==> config.mk <==
export PLATFORM = sky130hd
export DESIGN_NAME = qtu_div
export DESIGN_NICKNAME = d
export VERILOG_FILES = /design/src/sv/qtu_pkg.sv /design/src/sv/qtu_div.sv
export SDC_FILE = /design/constraint.sdc
export NUM_CORES = 1
export LEC_CHECK = 0
export ABC_AREA = 1
export CAP_MARGIN = 30
export CORE_ASPECT_RATIO = 0.6
export CORE_MARGIN = 8
export CORE_UTILIZATION = 56
export DETAILED_ROUTE_END_ITERATION = 8
export DONT_BUFFER_PORTS = 1
export GPL_TIMING_DRIVEN = 1
export PLACE_DENSITY = 0.84
export SLEW_MARGIN = 40
export SYNTH_ARGS = -nofsm -noshare
export SYNTH_HDL_FRONTEND = slang
export SYNTH_SLANG_ARGS = --single-unit
==> constraint.sdc <==
create_clock -name clock -period 2.6 [get_ports clock]
set_input_delay 0.39 -clock clock [delete_from_list [all_inputs] [get_ports clock]]
set_output_delay 0.39 -clock clock [all_outputs]
set_load 0.01 [all_outputs]
==> src/sv/qtu_pkg.sv <==
// ----------------------------------------------------------------------------
// qtu_pkg
// Shared types and constants of the grid Q-table update engine.
// ----------------------------------------------------------------------------
package qtu_pkg;

   localparam int GRID_ROWS   = 32;
   localparam int GRID_COLS   = 32;
   localparam int NUM_ACTIONS = 4;
   localparam int COUNT_BITS  = 16;

   localparam int ROW_W  = 5;
   localparam int COL_W  = 5;
   localparam int ACT_W  = 2;
   localparam int ADDR_W = ROW_W + COL_W + ACT_W;
   localparam int DEPTH  = GRID_ROWS * GRID_COLS * NUM_ACTIONS;
   localparam int Q_W    = 32;
   localparam int ENTRY_W = Q_W + COUNT_BITS;

   localparam int DVD_W = 36;
   localparam int DVS_W = 32;
   localparam int NUM_W = 52;

   localparam logic [16:0] DISC_ONE = 17'd65536;

   localparam logic [2:0] REG_MIN_X    = 3'd0;
   localparam logic [2:0] REG_MIN_Y    = 3'd1;
   localparam logic [2:0] REG_STEP_X   = 3'd2;
   localparam logic [2:0] REG_STEP_Y   = 3'd3;
   localparam logic [2:0] REG_ROWS     = 3'd4;
   localparam logic [2:0] REG_COLS     = 3'd5;
   localparam logic [2:0] REG_ACTIONS  = 3'd6;
   localparam logic [2:0] REG_DISCOUNT = 3'd7;

   localparam logic OP_QUERY  = 1'b0;
   localparam logic OP_UPDATE = 1'b1;

   typedef enum logic [3:0] {
      ST_CLEAR,
      ST_IDLE,
      ST_AX_START,
      ST_AX_WAIT,
      ST_SC_RD,
      ST_SC_CMP,
      ST_OLD_RD,
      ST_OLD_DATA,
      ST_MUL,
      ST_NUM,
      ST_LR_START,
      ST_LR_WAIT,
      ST_WRITE,
      ST_DONE
   } state_type;

   typedef struct packed {
      logic busy;
      logic done;
   } div_status_type;

endpackage

==> src/sv/qtu_div.sv <==
// ----------------------------------------------------------------------------
// qtu_div
// Shared unsigned restoring divider, one quotient bit per cycle.
// ----------------------------------------------------------------------------
module qtu_div
   import qtu_pkg::*;
(
   input  logic                 clock,
   input  logic                 reset,
   input  logic                 start,
   input  logic [DVD_W-1:0]     dividend,
   input  logic [DVS_W-1:0]     divisor,
   output logic [DVD_W-1:0]     quotient,
   output div_status_type       status
);

   localparam int CNT_W = $clog2(DVD_W + 1);

   logic [DVS_W:0]   rem_ff, rem_in;
   logic [DVD_W-1:0] quo_ff, quo_in;
   logic [DVS_W-1:0] dvs_ff, dvs_in;
   logic [CNT_W-1:0] cnt_ff, cnt_in;
   logic             busy_ff, busy_in;
   logic             done_ff, done_in;
   logic [DVS_W:0]   trial;

   always_comb begin
      rem_in  = rem_ff;
      quo_in  = quo_ff;
      dvs_in  = dvs_ff;
      cnt_in  = cnt_ff;
      busy_in = busy_ff;
      done_in = 1'b0;
      trial   = {rem_ff[DVS_W-1:0], quo_ff[DVD_W-1]};
      if (start) begin
         rem_in  = '0;
         quo_in  = dividend;
         dvs_in  = divisor;
         cnt_in  = CNT_W'(DVD_W);
         busy_in = 1'b1;
      end else if (busy_ff) begin
         if (trial >= {1'b0, dvs_ff}) begin
            rem_in = trial - {1'b0, dvs_ff};
            quo_in = {quo_ff[DVD_W-2:0], 1'b1};
         end else begin
            rem_in = trial;
            quo_in = {quo_ff[DVD_W-2:0], 1'b0};
         end
         cnt_in = cnt_ff - 1'b1;
         if (cnt_ff == CNT_W'(1)) begin
            busy_in = 1'b0;
            done_in = 1'b1;
         end
      end
   end

   always_ff @(posedge clock) begin
      if (reset) begin
         busy_ff <= 1'b0;
         done_ff <= 1'b0;
         cnt_ff  <= '0;
      end else begin
         busy_ff <= busy_in;
         done_ff <= done_in;
         cnt_ff  <= cnt_in;
      end
      rem_ff <= rem_in;
      quo_ff <= quo_in;
      dvs_ff <= dvs_in;
   end

   assign quotient    = quo_ff;
   assign status.busy = busy_ff;
   assign status.done = done_ff;

endmodule

==> flow_summary.json, run 1 <==
{
  "status": "complete, no violations",
  "yosysUniqueCellTypes": 33,
  "cts-root-buf": "clkbuf_16",
  "fmax_ghz": 0.422,
  "hpwl_mm": 13.3,
  "hold_viol": 0,
  "startpoint_type": "register",
  "min_from": "reset",
  "core_um2": 12100,
  "p_leak_nw": 3.89,
  "initial_utilization": 0.575,
  "place.gp.congestion": 0.980,
  "post-route-util": 0.613,
  "h-tree-depth": 3,
  "dr_total_vias": 6017,
  "crit_family": "simple AND/OR/NAND/NOR gates",
  "met2_wirelength_mm": 6.97,
  "wl_per_cell_um": 15.1,
  "timing.final.max_slew_violations": 0,
  "stdcell_area_um2": 7390,
  "pin_count": 109,
  "cts_buffers": 9,
  "worstSkewPairLatency_ns": 0.36,
  "finalCritPeriodShare": 0.911,
  "grt_max_degree": 72,
  "pwr-share-seq": 0.528,
  "worstMarginPinSlew_ns": 0.452,
  "cp.buffers_inverters": 1,
  "cts.sinks": 108,
  "die_h_um": 102,
  "finalClockSkew_ns": 0.0106,
  "dpl-instance-area_um2": 7070,
  "critPathKind": "register to register",
  "drt-vias-per-instance": 5.17,
  "drcViolationCount": 0,
  "yosysWarnings": 0,
  "min-delay-path-class": "input pin to register",
  "layout-drive-gt1-share": 0.0341,
  "cts.reportedPaths.clkPinSlew_ns": 0.08,
  "avgSynthCellArea_um2": 6.93,
  "wl_met1_mm": 8.88,
  "first_iter_violations": 543,
  "fill_cells": 1093,
  "port_buffers": 0,
  "grt_pass1_wl_mm": 28.3,
  "slowest_delay_ns": 0.40,
  "die-width_um": 160,
  "swShare": 0.282,
  "synthCells": 1000,
  "synth_area_um2": 6930,
  "rsz0062_at_grt": "false",
  "p_sw_w": 0.00109,
  "highest_layer": "met5",
  "layout_min_cycle_time_ns": 2.37,
  "finalSetupViolations": 0,
  "met3_wirelength_mm": 1.70,
  "grt_pass1_vias": 5419,
  "syn_to_final_growth_pct": 6.61,
  "grt-ovfl-total": 0,
  "grtUsageTotal": 0.213,
  "cp_max_fo": 32,
  "combPwrFrac": 0.102,
  "wirelength_mm": 17.6,
  "row_count": 31,
  "dieArea_um2": 16300,
  "cp_slowest_cell": "ha_1",
  "ir_drop_v": 0.000313,
  "ant_nets": 0,
  "tns_ns": 0,
  "r2r_setup_slack_ns": 0.23,
  "synth-seq-area-share": 0.410,
  "slew_headroom": 0.698,
  "holdWs_ns": 0.0931,
  "cp-startpoint": "dvs_ff[14]",
  "synth_seq_cells": 108,
  "cts_tree": "yes",
  "drv_cap": 0,
  "firstDrtPassIters": 6,
  "nNetsFinal": 1099,
  "p_int_w": 0.00279,
  "num_antenna_cells": 0,
  "powerDensity_nw_per_um2": 525,
  "syn_nets": 1106,
  "crit_required_ns": 2.82,
  "cp_common_cell": "nand2_1",
  "clockBufferDepth": 2,
  "r2r-start": "dvs_ff[14]",
  "worstPathArrival_ns": 2.59,
  "worstPathCellList": "inv_1, ha_1, nand2_1, nor2_1, nand2_1, nor2_2, nand2_1, nand2_2, a21oi_4, nand2_4, nand2_1, nand3_1, o21ai_0",
  "antenna_found_initial": 1,
  "critPathCaptureType": "register",
  "cts_setup_buffers": 0,
  "p_clk_frac": 0.370
}
-- placed cells by master, fill, tap and decap left out, types with 6 or more instances in the layout --
| master | count |
|---|---|
| xnor2_1 | 13 |
| nor3_1 | 7 |
| ha_1 | 34 |
| inv_1 | 181 |
| nand3_1 | 71 |
| clkbuf_16 | 9 |
| nand2_1 | 416 |
| a21oi_1 | 24 |
| o21ai_1 | 16 |
| edfxtp_1 | 68 |
| nand3b_1 | 21 |
| dfxtp_1 | 40 |
| buf_4 | 6 |
| nor2_1 | 53 |
-- synthesized netlist by cell type, drive strengths merged --
library cell	n	share of area
o31ai	1	0.0011
edfxtp	68	0.29
o21ai	20	0.014
a31oi	2	0.0018
xnor2	13	0.016
nand3	72	0.053
nor4	2	0.0018
nand3b	21	0.023
o21bai	2	0.0022
dfxtp	40	0.12
a211oi	1	0.0011
nor2	55	0.030
xor2	1	0.0013
nor3	7	0.0051
nand2	422	0.23
nand4	4	0.0036
inv	182	0.099
and2	2	0.0018
fa	1	0.0029
buf	18	0.016
ha	34	0.061
a21oi	25	0.020
clkbuf	7	0.0038
-- worst register-to-register path: cells and delay by family, from the launching register on --
kind	cells	cell delay (ns)
adders and majority gates	1	0.40
AOI/OAI and AO/OA	2	0.16
and+or+nand+nor	9	1.31
buffers and inverters	1	0.05
DFF	1	0.33
-- flip-flops by register name, indices dropped and copies added, names as in the netlist --
name / flops
busy_ff: 1
cnt_ff: 6
done_ff: 1
rem_ff: 32
dvs_ff: 32
quotient: 36
-- metal layers --
layer | vias to the layer above | GRT usage
li1 | 3066 | -
met1 | 2709 | 0.325
met2 | 232 | 0.300
met3 | 8 | 0.0603
met4 | 2 | 0.0159
met5 | - | 0
-- through the flow --
step	worst slack, ns	power [W]	std cells
detailed placement	0.213	0.00247	1147
CTS	0.195	0.00390	1163
floorplan	0.168	0.00237	1000
finish	0.230	0.00388	1163
global route	0.00241	0.00404	1163
global placement	0.217	0.00247	1147
-- power by group through the flow --
stage	Sequential (W)	Combinational [W]	Clock (W)
final	0.00205	0.000395	0.00144
after global routing	0.00206	0.000444	0.00153
after CTS	0.00205	0.000389	0.00146
after detailed placement	0.00209	0.000386	0
after global placement	0.00208	0.000381	0
after floorplan	0.00206	0.000307	0
-- what timing repair did --
action                     4_1_cts  5_1_grt
resized for setup                0        1
hold buffers                     0        0
setup endpoints to repair        0        1
-- worst paths after layout --
path	endpoint	cells past startpoint
max	rem_ff[0]	13
min	busy_ff	1
max reg2reg	rem_ff[0]	13
min reg2reg	cnt_ff[5]	2
-- cell type report --
type / instances / area, um^2 / area share
Multi-Input combinational cell: 685 / 3270 / 0.443
Sequential cell: 108 / 2840 / 0.385
Timing Repair Buffer: 7 / 65.1 / 0.00880
Tap cell: 165 / 206 / 0.0279
Inverter: 182 / 683 / 0.0924
Clock inverter: 7 / 96.3 / 0.0130
Clock buffer: 9 / 225 / 0.0305
-- logic make-up after synthesis --
| kind of cell | synth area share |
|---|---|
| buffers and inverters | 0.119 |
| xor gates and xnor gates | 0.0177 |
| DFF | 0.410 |
| AOI/OAI and AO/OA | 0.0403 |
| adders and majority gates | 0.0643 |
| and+or+nand+nor | 0.349 |
(Power assumes the default switching activity.)
==> run 2, diff against run 1 <==
--- a/config.mk
+++ b/config.mk
@@ -14,6 +14,7 @@
 export DONT_BUFFER_PORTS = 1
 export GPL_TIMING_DRIVEN = 1
 export PLACE_DENSITY = 0.84
+export REMOVE_ABC_BUFFERS = 1
 export SLEW_MARGIN = 40
 export SYNTH_ARGS = -nofsm -noshare
 export SYNTH_HDL_FRONTEND = slang
==> flow_summary.json, run 2 (synthesized netlist as in run 1, its figures left out) <==
{
  "hpwl_mm": 13.4,
  "finalClockSkew_ns": 0.0142,
  "largest_register_ffs": 36,
  "antenna_found_initial": 0,
  "finalCritPeriodShare": 0.911,
  "powerDensity_nw_per_um2": 520,
  "ant_nets": 0,
  "status": "complete, no violations",
  "nNetsFinal": 1101,
  "first_iter_violations": 694,
  "dr_total_vias": 6034,
  "layout_commonest_cell": "nand2_1",
  "wl_per_cell_um": 15.0,
  "h-tree-depth": 3,
  "min-delay-path-class": "input pin to register",
  "clockBufferDepth": 2,
  "die_h_um": 102,
  "drt-vias-per-instance": 5.18,
  "post-route-util": 0.614,
  "cp_max_fo": 3,
  "seq_area_um2": 2840,
  "row_count": 31,
  "crit_required_ns": 2.86,
  "fmax_ghz": 0.422,
  "tns_ns": 0,
  "multiInputGateArea_um2": 3280,
  "core_um2": 12100,
  "place.gp.congestion": 0.994,
  "grt_pass1_wl_mm": 28.1,
  "final_cell_mix": "nand2_1 (415), inv_1 (181), nand3_1 (70), edfxtp_1 (68), nor2_1 (53)",
  "wirelength_mm": 17.4,
  "dieArea_um2": 16300,
  "drcViolationCount": 0,
  "firstDrtPassIters": 5,
  "drv_cap": 0,
  "grt_max_degree": 72,
  "hold_viol": 0,
  "pin_count": 109,
  "fill_cells": 1087,
  "cts.reportedPaths.clkPinSlew_ns": 0.08,
  "p_leak_nw": 3.90,
  "worstMarginPinSlew_ns": 0.453,
  "startpoint_type": "register",
  "syn_to_final_growth_pct": 6.91,
  "finalSetupViolations": 0,
  "grt_pass1_vias": 5522,
  "worstPathArrival_ns": 2.63,
  "cts.sinks": 108,
  "worstSkewPairLatency_ns": 0.37,
  "power.total_w": 0.00385,
  "grtUsageTotal": 0.215,
  "slew_headroom": 0.698,
  "critPathKind": "register to register",
  "layout_min_cycle_time_ns": 2.37,
  "layout-drive-gt1-share": 0.0380,
  "die-width_um": 160,
  "num_antenna_cells": 0,
  "port_buffers": 0,
  "cts-root-buf": "clkbuf_16",
  "critPathCaptureType": "register",
  "timing.final.max_slew_violations": 0,
  "initial_utilization": 0.575,
  "grt-ovfl-total": 0,
  "ir_drop_v": 0.000333,
  "cts_buffers": 9,
  "rsz0062_at_grt": "false",
  "cts_tree": "yes"
}
run 2: critical path: stages, from the launching register on:
cell	delay, ns
edfxtp_1	0.43
inv_1	0.08
ha_1	0.24
fa_1	0.43
inv_1	0.12
nand2_1	0.07
nand3_1	0.13
nand2_1	0.08
nand2_1	0.16
nand2_1	0.16
nand2_1	0.09
nand2_1	0.05
nand2_1	0.05
nand2_1	0.05
nand3_1	0.07
nand2_1	0.05
run 2: per-stage QoR:
stage	instance area (um^2)	setup slack [ns]	cells	hold WS, ns
after floorplan	6790	0.311	975	0.442
after global placement	7090	0.289	1149	0.456
after detailed placement	7090	0.259	1149	0.461
after CTS	7400	0.221	1165	0.0811
after global routing	7410	0.0304	1165	0.0785
final	7410	0.231	1165	0.0919
run 2: per-layer routing:
| layer | vias up | GRT usage | share of wire |
|---|---|---|---|
| met1 | 2660 | 0.333 | 0.51 |
| met3 | 18 | 0.0628 | 0.12 |
| met4 | 0 | 0.0469 | 0.0087 |
| met5 | - | 0 | 0 |
| met2 | 276 | 0.280 | 0.37 |
| li1 | 3080 | - | - |
run 2: what timing repair did:
action / in CTS / in global routing
setup endpoints to repair: 0 / 3
gates resized for setup: 0 / 3
buffers inserted: 0 / 0
hold buffers: 0 / 0
run 2: layout make-up:
type                    instances  share of cell area
multi-input cells             685               0.442
inverters                     182              0.0922
repair buffers                  9              0.0125
clock inverters                 7              0.0111
flip-flops and latches        108               0.384
well taps                     165              0.0279
clock buffers                   9              0.0304
run 2: power by group:
part	switching (W)	internal, W	leakage [nW]	total (W)
Combinational	0.000266	0.000130	2.75	0.000396
Sequential	0.0000943	0.00195	1.01	0.00205
Clock	0.000717	0.000696	0.148	0.00141
run 2: path summary, 6_finish.rpt:
path,start,to,slack (ns),cells past startpoint
setup reg to reg,quotient[35],rem_ff[30],0.23,15
hold / removal,reset,busy_ff,0.09,1
setup / recovery,quotient[35],rem_ff[30],0.23,15
hold reg to reg,rem_ff[21],rem_ff[21],0.48,2
