File: src/sv/qtu_ram.sv
// ----------------------------------------------------------------------------
// qtu_ram
// Generic simple dual-port RAM, one write and one registered read port.
// ----------------------------------------------------------------------------
module qtu_ram #(
   parameter int WIDTH = 8,
   parameter int DEPTH = 16
) (
   input  logic                     clock,
   input  logic                     we,
   input  logic [$clog2(DEPTH)-1:0] waddr,
   input  logic [WIDTH-1:0]         wdata,
   input  logic [$clog2(DEPTH)-1:0] raddr,
   output logic [WIDTH-1:0]         rdata
);

   logic [WIDTH-1:0] mem [DEPTH];
   logic [WIDTH-1:0] rdata_ff;

   always_ff @(posedge clock) begin
      if (we) begin
         mem[waddr] <= wdata;
      end
      rdata_ff <= mem[raddr];
   end

   assign rdata = rdata_ff;

endmodule

File: config.mk
export PLATFORM = sky130hd
export DESIGN_NAME = qtu_ram
export DESIGN_NICKNAME = d
export VERILOG_FILES = /design/src/sv/qtu_ram.sv
export SDC_FILE = /design/constraint.sdc
export NUM_CORES = 1
export LEC_CHECK = 0
export BUFFER_PORTS_ARGS = -buffer_cell sky130_fd_sc_hd__buf_2
export CORE_ASPECT_RATIO = 0.9
export CORE_MARGIN = 4
export CORE_UTILIZATION = 60
export DETAILED_ROUTE_END_ITERATION = 8
export GPL_TIMING_DRIVEN = 0
export PLACE_DENSITY = 0.8
export SYNTH_ARGS = -nofsm -noshare
export SYNTH_HDL_FRONTEND = slang
export SYNTH_SLANG_ARGS = --single-unit
File: constraint.sdc
create_clock -name clock -period 2.3 [get_ports clock]
set_input_delay 0.23 -clock clock [delete_from_list [all_inputs] [get_ports clock]]
set_output_delay 0.23 -clock clock [all_outputs]
set_load 0.005 [all_outputs]
==> metrics, run 1 <==
status finished clean; die width around 110 um; Crit Path Max Fanout 8; R2R depth 3; Clock Path Buffers 2; DRC violations left 0; largest net degree at the start of global routing 17; flop and latch count out of synthesis 136; Unique masters post-synth 19; antenna cell count 0; Clk pin slew, worst setup/hold paths approximately 0.060 ns; hold endpoint mem[1][5]; total number of vias 2465; period utilization between 70% and 80%; Final Skew 0.00635 ns; number of global-route vias before repair 2436; first-pass GRT wire length 14700 um; Max rail drop VDD 0.631 mV; CP startpoint kind input pin; Psw around 1.1 mW; TritonRoute pass-1 iters 5; cts bufs inserted 17; die area 10100 um^2; Register Area 4000 um^2; RR Startpoint mem[15][0]; worst hold start wdata[5]; mean post-synth cell area 22.5 um^2; power share of the sequential group about 50%; FP Rows 31; Tightest Pin Transition 1.24 ns; # setup viols final 0; gpl congestion 0.712; Hold-fix buffers, CTS 0; Post-DP Area 5410 um^2; ANT nets after route 0; multi-input logic area 1060 um^2; Post-synth EDFFs 128; Yosys top cell area share 74.7%; Final Cell Area 5960 um^2; Skew-Pair Late Insertion Delay between 0.5 and 0.6 ns; postcts setup bufs 0; count leader, synth edfxtp_1; FFs w/ async S/R, synth 0%; initial drt markers 207; register area share after synthesis 77.8%; Synth area leader edfxtp_1; WHS Path Cells 1; clock sink total 136; antenna violations before repair 0; Post-synth top cells edfxtp_1, mux4_2, a22oi_1; Layout area overhead 15.8%; height of the die 95.9 um; Switching Share 20.6%; CP required 2.42 ns; YS warnings 0; Max Cap Viol 0; Comb pwr share 4.7%; Fillers 455; data arrival time of the critical path ~1.8 ns; Mapped Cells approximately 230; DRT Wirelength 9650 um; Final HPWL DP 5920 um; layout cells sized above 1 28.5%; Post-synth top flop edfxtp_1; grt total ovfl 0; HP Class in -> reg; final net count 290; Root Buffer clkbuf_8; Initial Util 62.9%; clock share of power 45.1%; FMAX 585 MHz; io pins 26; Tmin final 1.71 ns; setup TNS 0 ns; H-tree depth 4; critical setup path kind in -> reg; drt wl/cell 24.2 um; top cells by area, synth edfxtp_1, mux4_2, mux4_1; PortBufs 24; P_leak between 2 and 2.5 nW; cell internal pwr roughly 4.4 mW; RSZ-0062 raised after global routing false; Cell Pwr Density 931 nW/um^2; count of final hold-check violations 0; vias per cell 6.18; GRT Overall Usage 21.4%; synthesized area 5150 um^2; FF-to-FF setup slack 0.87 ns; relative slew slack 16.8%; Syn Nets 247; final slew viol count 0; CTS tree done; core footprint 8180 um^2; post_cts resized 0; reg2reg end rdata[0]; CP Capture Type flip-flop
==> routing by layer <==
layer / part of all wire (%) / GRT usage [%] / up-vias
li1: - / - / 1062
met1: 42 / 30.9 / 1253
met2: 49 / 31.9 / 137
met3: 8.7 / 6.98 / 13
met4: 0.95 / 6.80 / 0
met5: 0 / 0 / -
==> critical path, cell delays in order <==
cell and delay, ns:
buf_2 0.11, or3b_2 0.53, nor3_1 0.96
==> power by group through the flow <==
stage / clock, mW / combinational, mW / sequential (mW)
after detailed placement: 0 / 0.260 / 2.84
after global placement: 0 / 0.251 / 2.83
after global routing: 2.66 / 0.281 / 2.79
final: 2.51 / 0.259 / 2.79
after floorplan: 0 / 0.141 / 2.84
after CTS: 2.52 / 0.262 / 2.79
==> cell families after synthesis <==
logic type / Yosys count / synth area share (%)
DFF: 136 / 77.8
muxes: 32 / 15.0
AOI/OAI and AO/OA: 16 / 2.33
and+or+nand+nor: 35 / 3.18
buffers and inverters: 10 / 1.68
==> through the flow <==
| stage | total power, mW | cells | setup slack [ns] | hold WS, ns | util [%] |
|---|---|---|---|---|---|
| 3_3_place_gp | 3.08 | 368 | 0.0463 | 0.608 | 66.1 |
| 6_report | 5.55 | 399 | 0.590 | 0.115 | 72.8 |
| 4_1_cts | 5.57 | 399 | 0.574 | 0.0931 | 72.8 |
| 5_1_grt | 5.73 | 399 | 0.504 | 0.0997 | 72.8 |
| 3_5_place_dp | 3.10 | 368 | 0.0182 | 0.607 | 66.1 |
| 2_1_floorplan | 2.98 | 229 | 0.577 | 0.329 | - |
==> worst max-delay path by stage <==
| stage | cells past startpoint | from | slack [ns] | endpoint |
|---|---|---|---|---|
| 3_5_place_dp | 3 | waddr[2] | 0.02 | mem[0][3] |
| 3_3_place_gp | 3 | waddr[2] | 0.05 | mem[0][7] |
| 5_1_grt | 3 | waddr[2] | 0.50 | mem[0][5] |
| 4_1_cts | 3 | waddr[2] | 0.57 | mem[0][5] |
| 2_1_floorplan | 2 | waddr[2] | 0.58 | mem[0][0] |
| 6_report | 3 | waddr[2] | 0.59 | mem[0][5] |
==> state kept, by name (all words and copies together), names as in the netlist <==
signal and flops:
mem 128, rdata 8
==> area by class of cell <==
| type | instances | area share, % |
|---|---|---|
| plain buffers | 10 | 1.45 |
| multi-input cells | 83 | 17.7 |
| repair buffers | 24 | 2.01 |
| clock buffers | 18 | 7.01 |
| flip-flops and latches | 136 | 67.2 |
| well taps | 115 | 2.41 |
| clock inverters | 13 | 2.22 |
==> cells in the final DEF (no fill, tap or decap), types with 4 or more instances in the layout <==
cell and count:
nand2_1 9, edfxtp_1 128, clkinv_4 4, nor2_1 13, a22oi_1 16, clkbuf_16 16, nor3_1 4, mux4_2 18
buf_2 27, dfxtp_1 8, mux4_1 14
Note: power is estimated with default switching activity, not from simulation.
==> inputs of run 2 (changes only) <==
- clock period: 2.3 -> 1.6 ns (I/O delays scaled with it)
==> metrics, run 2 (same netlist as run 1, synthesis figures left out) <==
status finished clean; Global Route met1 Usage 32.3% (+1.4 points); first-pass GRT wire length 15300 um (+4.0%); GRT Overall Usage 22.3% (+0.84 points); Largest register FFs 128 (unchanged); # setup viols final 0 (unchanged); cts bufs inserted 17 (unchanged); io pins 26 (unchanged); CP Capture Type flip-flop; ANT nets after route 0 (unchanged); CTS tree done; Biggest register mem; vias per cell 6.06 (-1.9%); die width 106 um (unchanged); die area 10100 um^2 (unchanged); final net count 290 (unchanged); grt total ovfl 0 (unchanged); RSZ-0062 raised after global routing false; PortBufs 24 (unchanged); met2 Use GR 32.9% (+0.96 points); hold_ws 0.0262 ns (-0.0889 ns); total number of vias 2424 (-1.7%); worst path cell trace mux4_1, a22oi_1, nand2_1; FP Rows 31 (unchanged); HP Class in -> reg; Skew-Pair Late Insertion Delay 0.53 ns (about the same); commonest non-fill, non-tap cell in the layout edfxtp_1; Final Cell Area 6000 um^2 (+0.61%); Final HPWL DP 6060 um (+2.2%); crit-path max cell delay 0.56 ns (-0.40 ns); critical setup path kind reg -> reg; layout cells sized above 1 29.1% (+0.60 points); CP required 1.99 ns (-0.43 ns); Buffers & Inverters on Critical Path 0 (-1); Root Buffer clkbuf_8; data arrival time of the critical path 1.86 ns (+0.03 ns); gpl congestion 0.760 (+6.7%); clock sink total 136 (unchanged); Max Cap Viol 0 (unchanged); Hold-fix buffers, CTS 0 (unchanged); Slowest cell on crit path mux4_1; Initial Util 62.9% (unchanged); Max rail drop VDD 0.820 mV (+30%); height of the die 95.9 um (unchanged); count of final hold-check violations 0 (unchanged); M3 GR Usage 7.11% (+0.13 points); setup TNS 0 ns (unchanged); Tmin final 1.46 ns; Fillers 461 (+1.3%); DRT Wirelength 9830 um (+1.8%); drt wl/cell 24.6 um (+1.6%); FMAX 684 MHz; antenna violations before repair 0 (unchanged); P_leak 2.02 nW (+0.88%); number of global-route vias before repair 2500 (+2.6%); Layout area overhead 16.5%; initial drt markers 210 (+1.4%); largest net degree at the start of global routing 17 (unchanged); final slew viol count 0 (unchanged); antenna cell count 0 (unchanged); post_cts resized 0 (unchanged); Clk pin slew, worst setup/hold paths 0.06 ns (about the same); TritonRoute pass-1 iters 4 (-1); commonest non-fill, non-tap cells in the layout edfxtp_1, buf_2, mux4_2; Crit Path Max Fanout 1 (-7); GRT Max-Usage Layer met2; H-tree depth 4 (unchanged); crit-path leading delay family multiplexers; postcts setup bufs 0 (unchanged); Clock Path Buffers 2 (unchanged); Cell Pwr Density 1360 nW/um^2 (+46%); period utilization 91.4%; relative slew slack 24.1% (+7.2 points); core footprint 8180 um^2 (unchanged); Post-DP Area 5420 um^2 (about the same); DRC violations left 0 (unchanged); Final Skew 0.0118 ns (+0.00542 ns); CP startpoint kind flip-flop; Tightest Pin Transition 1.13 ns (-0.107 ns)
## run 2: stage by stage
step,setup slack [ns],utilization [%],power (mW),std cells
after floorplan,0.174,-,4.28,229
after global placement,-0.301,66.2,4.43,368
after detailed placement,-0.437,66.2,4.46,368
after CTS,0.0831,73.2,8.19,400
after global routing,0.0834,73.3,8.44,400
final,0.137,73.3,8.15,400
## run 2: worst paths after layout
check	slack, ns	end	depth (start not counted)	startpoint
min reg2reg	0.69	rdata[2]	3	mem[10][2]
max reg2reg	0.14	rdata[0]	3	mem[5][0]
min	0.03	mem[5][6]	1	wdata[6]
max	0.14	rdata[0]	3	mem[5][0]
## run 2: layout make-up
type	instances	area (um^2)	area share, %
clock inverter	13	155	2.59
tap	115	144	2.40
buffer	10	86.3	1.44
sequential	136	4000	66.8
clock buffer	19	422	7.03
timing repair buffer	24	120	2.00
multi-input combinational	83	1070	17.8
## run 2: routing by layer
metal  vias up  part of all wire [%]
li1       1058                     -
met1      1227                    41
met2       126                    48
met3        13                    10
met4         0                   1.4
met5         -                     0
## run 2: where the power goes
| part | switching, mW | internal, mW | leakage, nW | total, mW |
|---|---|---|---|---|
| registers | 0.0200 | 3.98 | 1.22 | 4.00 |
| logic | 0.219 | 0.158 | 0.517 | 0.377 |
| clock network | 1.40 | 2.36 | 0.281 | 3.76 |
| total | 1.64 | 6.50 | 2.02 | 8.15 |
==> inputs of run 3 (changes only) <==
- CORE_ASPECT_RATIO: 0.9 -> 0.7
- SLEW_MARGIN: not set -> 20
==> metrics, run 3 (same netlist as run 1, synthesis figures left out) <==
Tightest Pin Transition 0.819 ns (-0.311 ns); Clock Path Buffers 2 (unchanged); PortBufs 24 (unchanged); layout cells sized above 1 28.9% (-0.25 points); Tmin final 1.41 ns (-0.0526 ns); postcts setup bufs 0 (unchanged); Largest register FFs 128 (unchanged); die area 10100 um^2 (+0.21%); critical setup path kind in -> reg; DRT Wirelength 9650 um (-1.8%); count of final hold-check violations 0 (unchanged); vias per cell 6.46 (+6.6%); CP required 1.63 ns (-0.36 ns); H-tree depth 4 (unchanged); FMAX 709 MHz (+3.7%); CTS tree done; HP Class in -> reg; P_leak 2.01 nW (-0.67%); final slew viol count 0 (unchanged); data arrival time of the critical path 1.45 ns (-0.41 ns); commonest non-fill, non-tap cell in the layout edfxtp_1; status finished clean; FF-to-FF setup slack 0.21 ns (+0.07 ns); DRC violations left 0 (unchanged); dpl ws -0.234 ns (+0.203 ns); crit path from waddr[2]; FP Rows 27 (-13%); period utilization 88.1% (-3.3 points); Hold-fix buffers, CTS 0 (unchanged); drt wl/cell 25.1 um (+2.1%); final net count 290 (unchanged); CP startpoint kind input pin; Layout area overhead 15.5%; Root Buffer clkbuf_16; Skew-Pair Late Insertion Delay 0.41 ns (-0.12 ns); worst path cell trace buf_2, or3b_2, nor2_1; RR Startpoint mem[5][3]; crit-path max cell delay 0.64 ns (+0.08 ns); core footprint 8110 um^2 (-0.93%); Post-DP Area 5410 um^2 (about the same); worst setup path endpoint mem[3][7]; Final Cell Area 5950 um^2 (-0.88%); cts bufs inserted 17 (unchanged); Final HPWL DP 6060 um (about the same); die width 119 um (+12%); ANT nets after route 0 (unchanged); gpl congestion 0.730 (-4.0%); Biggest register mem; antenna cell count 0 (unchanged); CP Capture Type flip-flop; relative slew slack 45.2% (+21 points); number of global-route vias before repair 2462 (-1.5%); Max Cap Viol 0 (unchanged); hold_ws 0.142 ns (+0.115 ns); clock sink total 136 (unchanged); grt total ovfl 0 (unchanged); Final Skew 0.00611 ns (-0.00565 ns); TritonRoute pass-1 iters 4 (unchanged); GRT Overall Usage 21.0% (-1.3 points); reg2reg end rdata[3]; Clk pin slew, worst setup/hold paths 0.06 ns (about the same); RSZ-0062 raised after global routing false; largest net degree at the start of global routing 17 (unchanged); initial drt markers 190 (-9.5%); # setup viols final 0 (unchanged); total number of vias 2488 (+2.6%); post_cts resized 0 (unchanged); R2R depth 3 (unchanged); height of the die 85.5 um (-11%); io pins 26 (unchanged); Cell Pwr Density 1320 nW/um^2 (-2.8%); Slowest cell on crit path nor2_1; antenna violations before repair 0 (unchanged); first-pass GRT wire length 14800 um (-3.4%); commonest non-fill, non-tap cells in the layout edfxtp_1, buf_2, mux4_2; Crit Path Max Fanout 8 (+7); Max rail drop VDD 0.976 mV (+19%); Initial Util 63.5% (+0.59 points); setup ws final 0.190 ns (+0.0526 ns)
## run 3: cell count changes in the layout (fill, tap and decap cells not counted)
cell and change:
clkinv_1 -1, clkbuf_8 +4, bufinv_16 -3, clkinvlp_4 -1, nor3_2 +2, clkbuf_1 +3
clkbuf_16 +1, clkinv_4 -4, nor3_1 -2
## run 3: how the worst min path moves through the flow
stage | startpoint | endpoint | slack, ns | cells after the start
final | wdata[6] | mem[13][6] | 0.14 | 1
after global routing | wdata[5] | mem[6][5] | 0.15 | 1
after floorplan | wdata[0] | mem[0][0] | 0.26 | 0
after global placement | rdata[0] | rdata[0] | 0.54 | 1
after CTS | wdata[6] | mem[13][6] | 0.14 | 1
after detailed placement | rdata[7] | rdata[7] | 0.54 | 1
## run 3: routing by layer
layer | vias up | GRT usage [%] | part of all wire, %
li1 | 1066 | - | -
met1 | 1299 | 30.4 | 43
met4 | 0 | 5.36 | 0.59
met3 | 8 | 7.05 | 9.0
met5 | - | 0 | 0
met2 | 115 | 31.6 | 47
## run 3: where the power goes
group / leakage, nW / internal, mW / switching [mW]
logic: 0.520 / 0.158 / 0.219
clock network: 0.265 / 2.16 / 1.30
registers: 1.22 / 3.99 / 0.0199
total: 2.01 / 6.31 / 1.54
## run 3: layout make-up
class | instances | area (um^2)
flip-flops and latches | 136 | 4000
multi-input cells | 83 | 1080
repair buffers | 24 | 120
clock inverters | 4 | 18.8
clock buffers | 27 | 513
well taps | 101 | 126
fillers | 433 | 2160
plain buffers | 10 | 86.3
## run 3: critical path, delay by kind of cell
kind	cells	cell delay, ns
buffers and inverters	1	0.12
AND/OR/NAND/NOR	2	1.15
## run 3: through the flow
step                util, %  TNS (ns)  power (mW)  instances
floorplan                 -         0        4.28        229
global placement       66.6    -10.70        4.44        354
detailed placement     66.8     -6.55        4.45        354
CTS                    73.3         0        7.89        385
global route           73.3         0        8.11        385
finish                 73.3         0        7.84        385
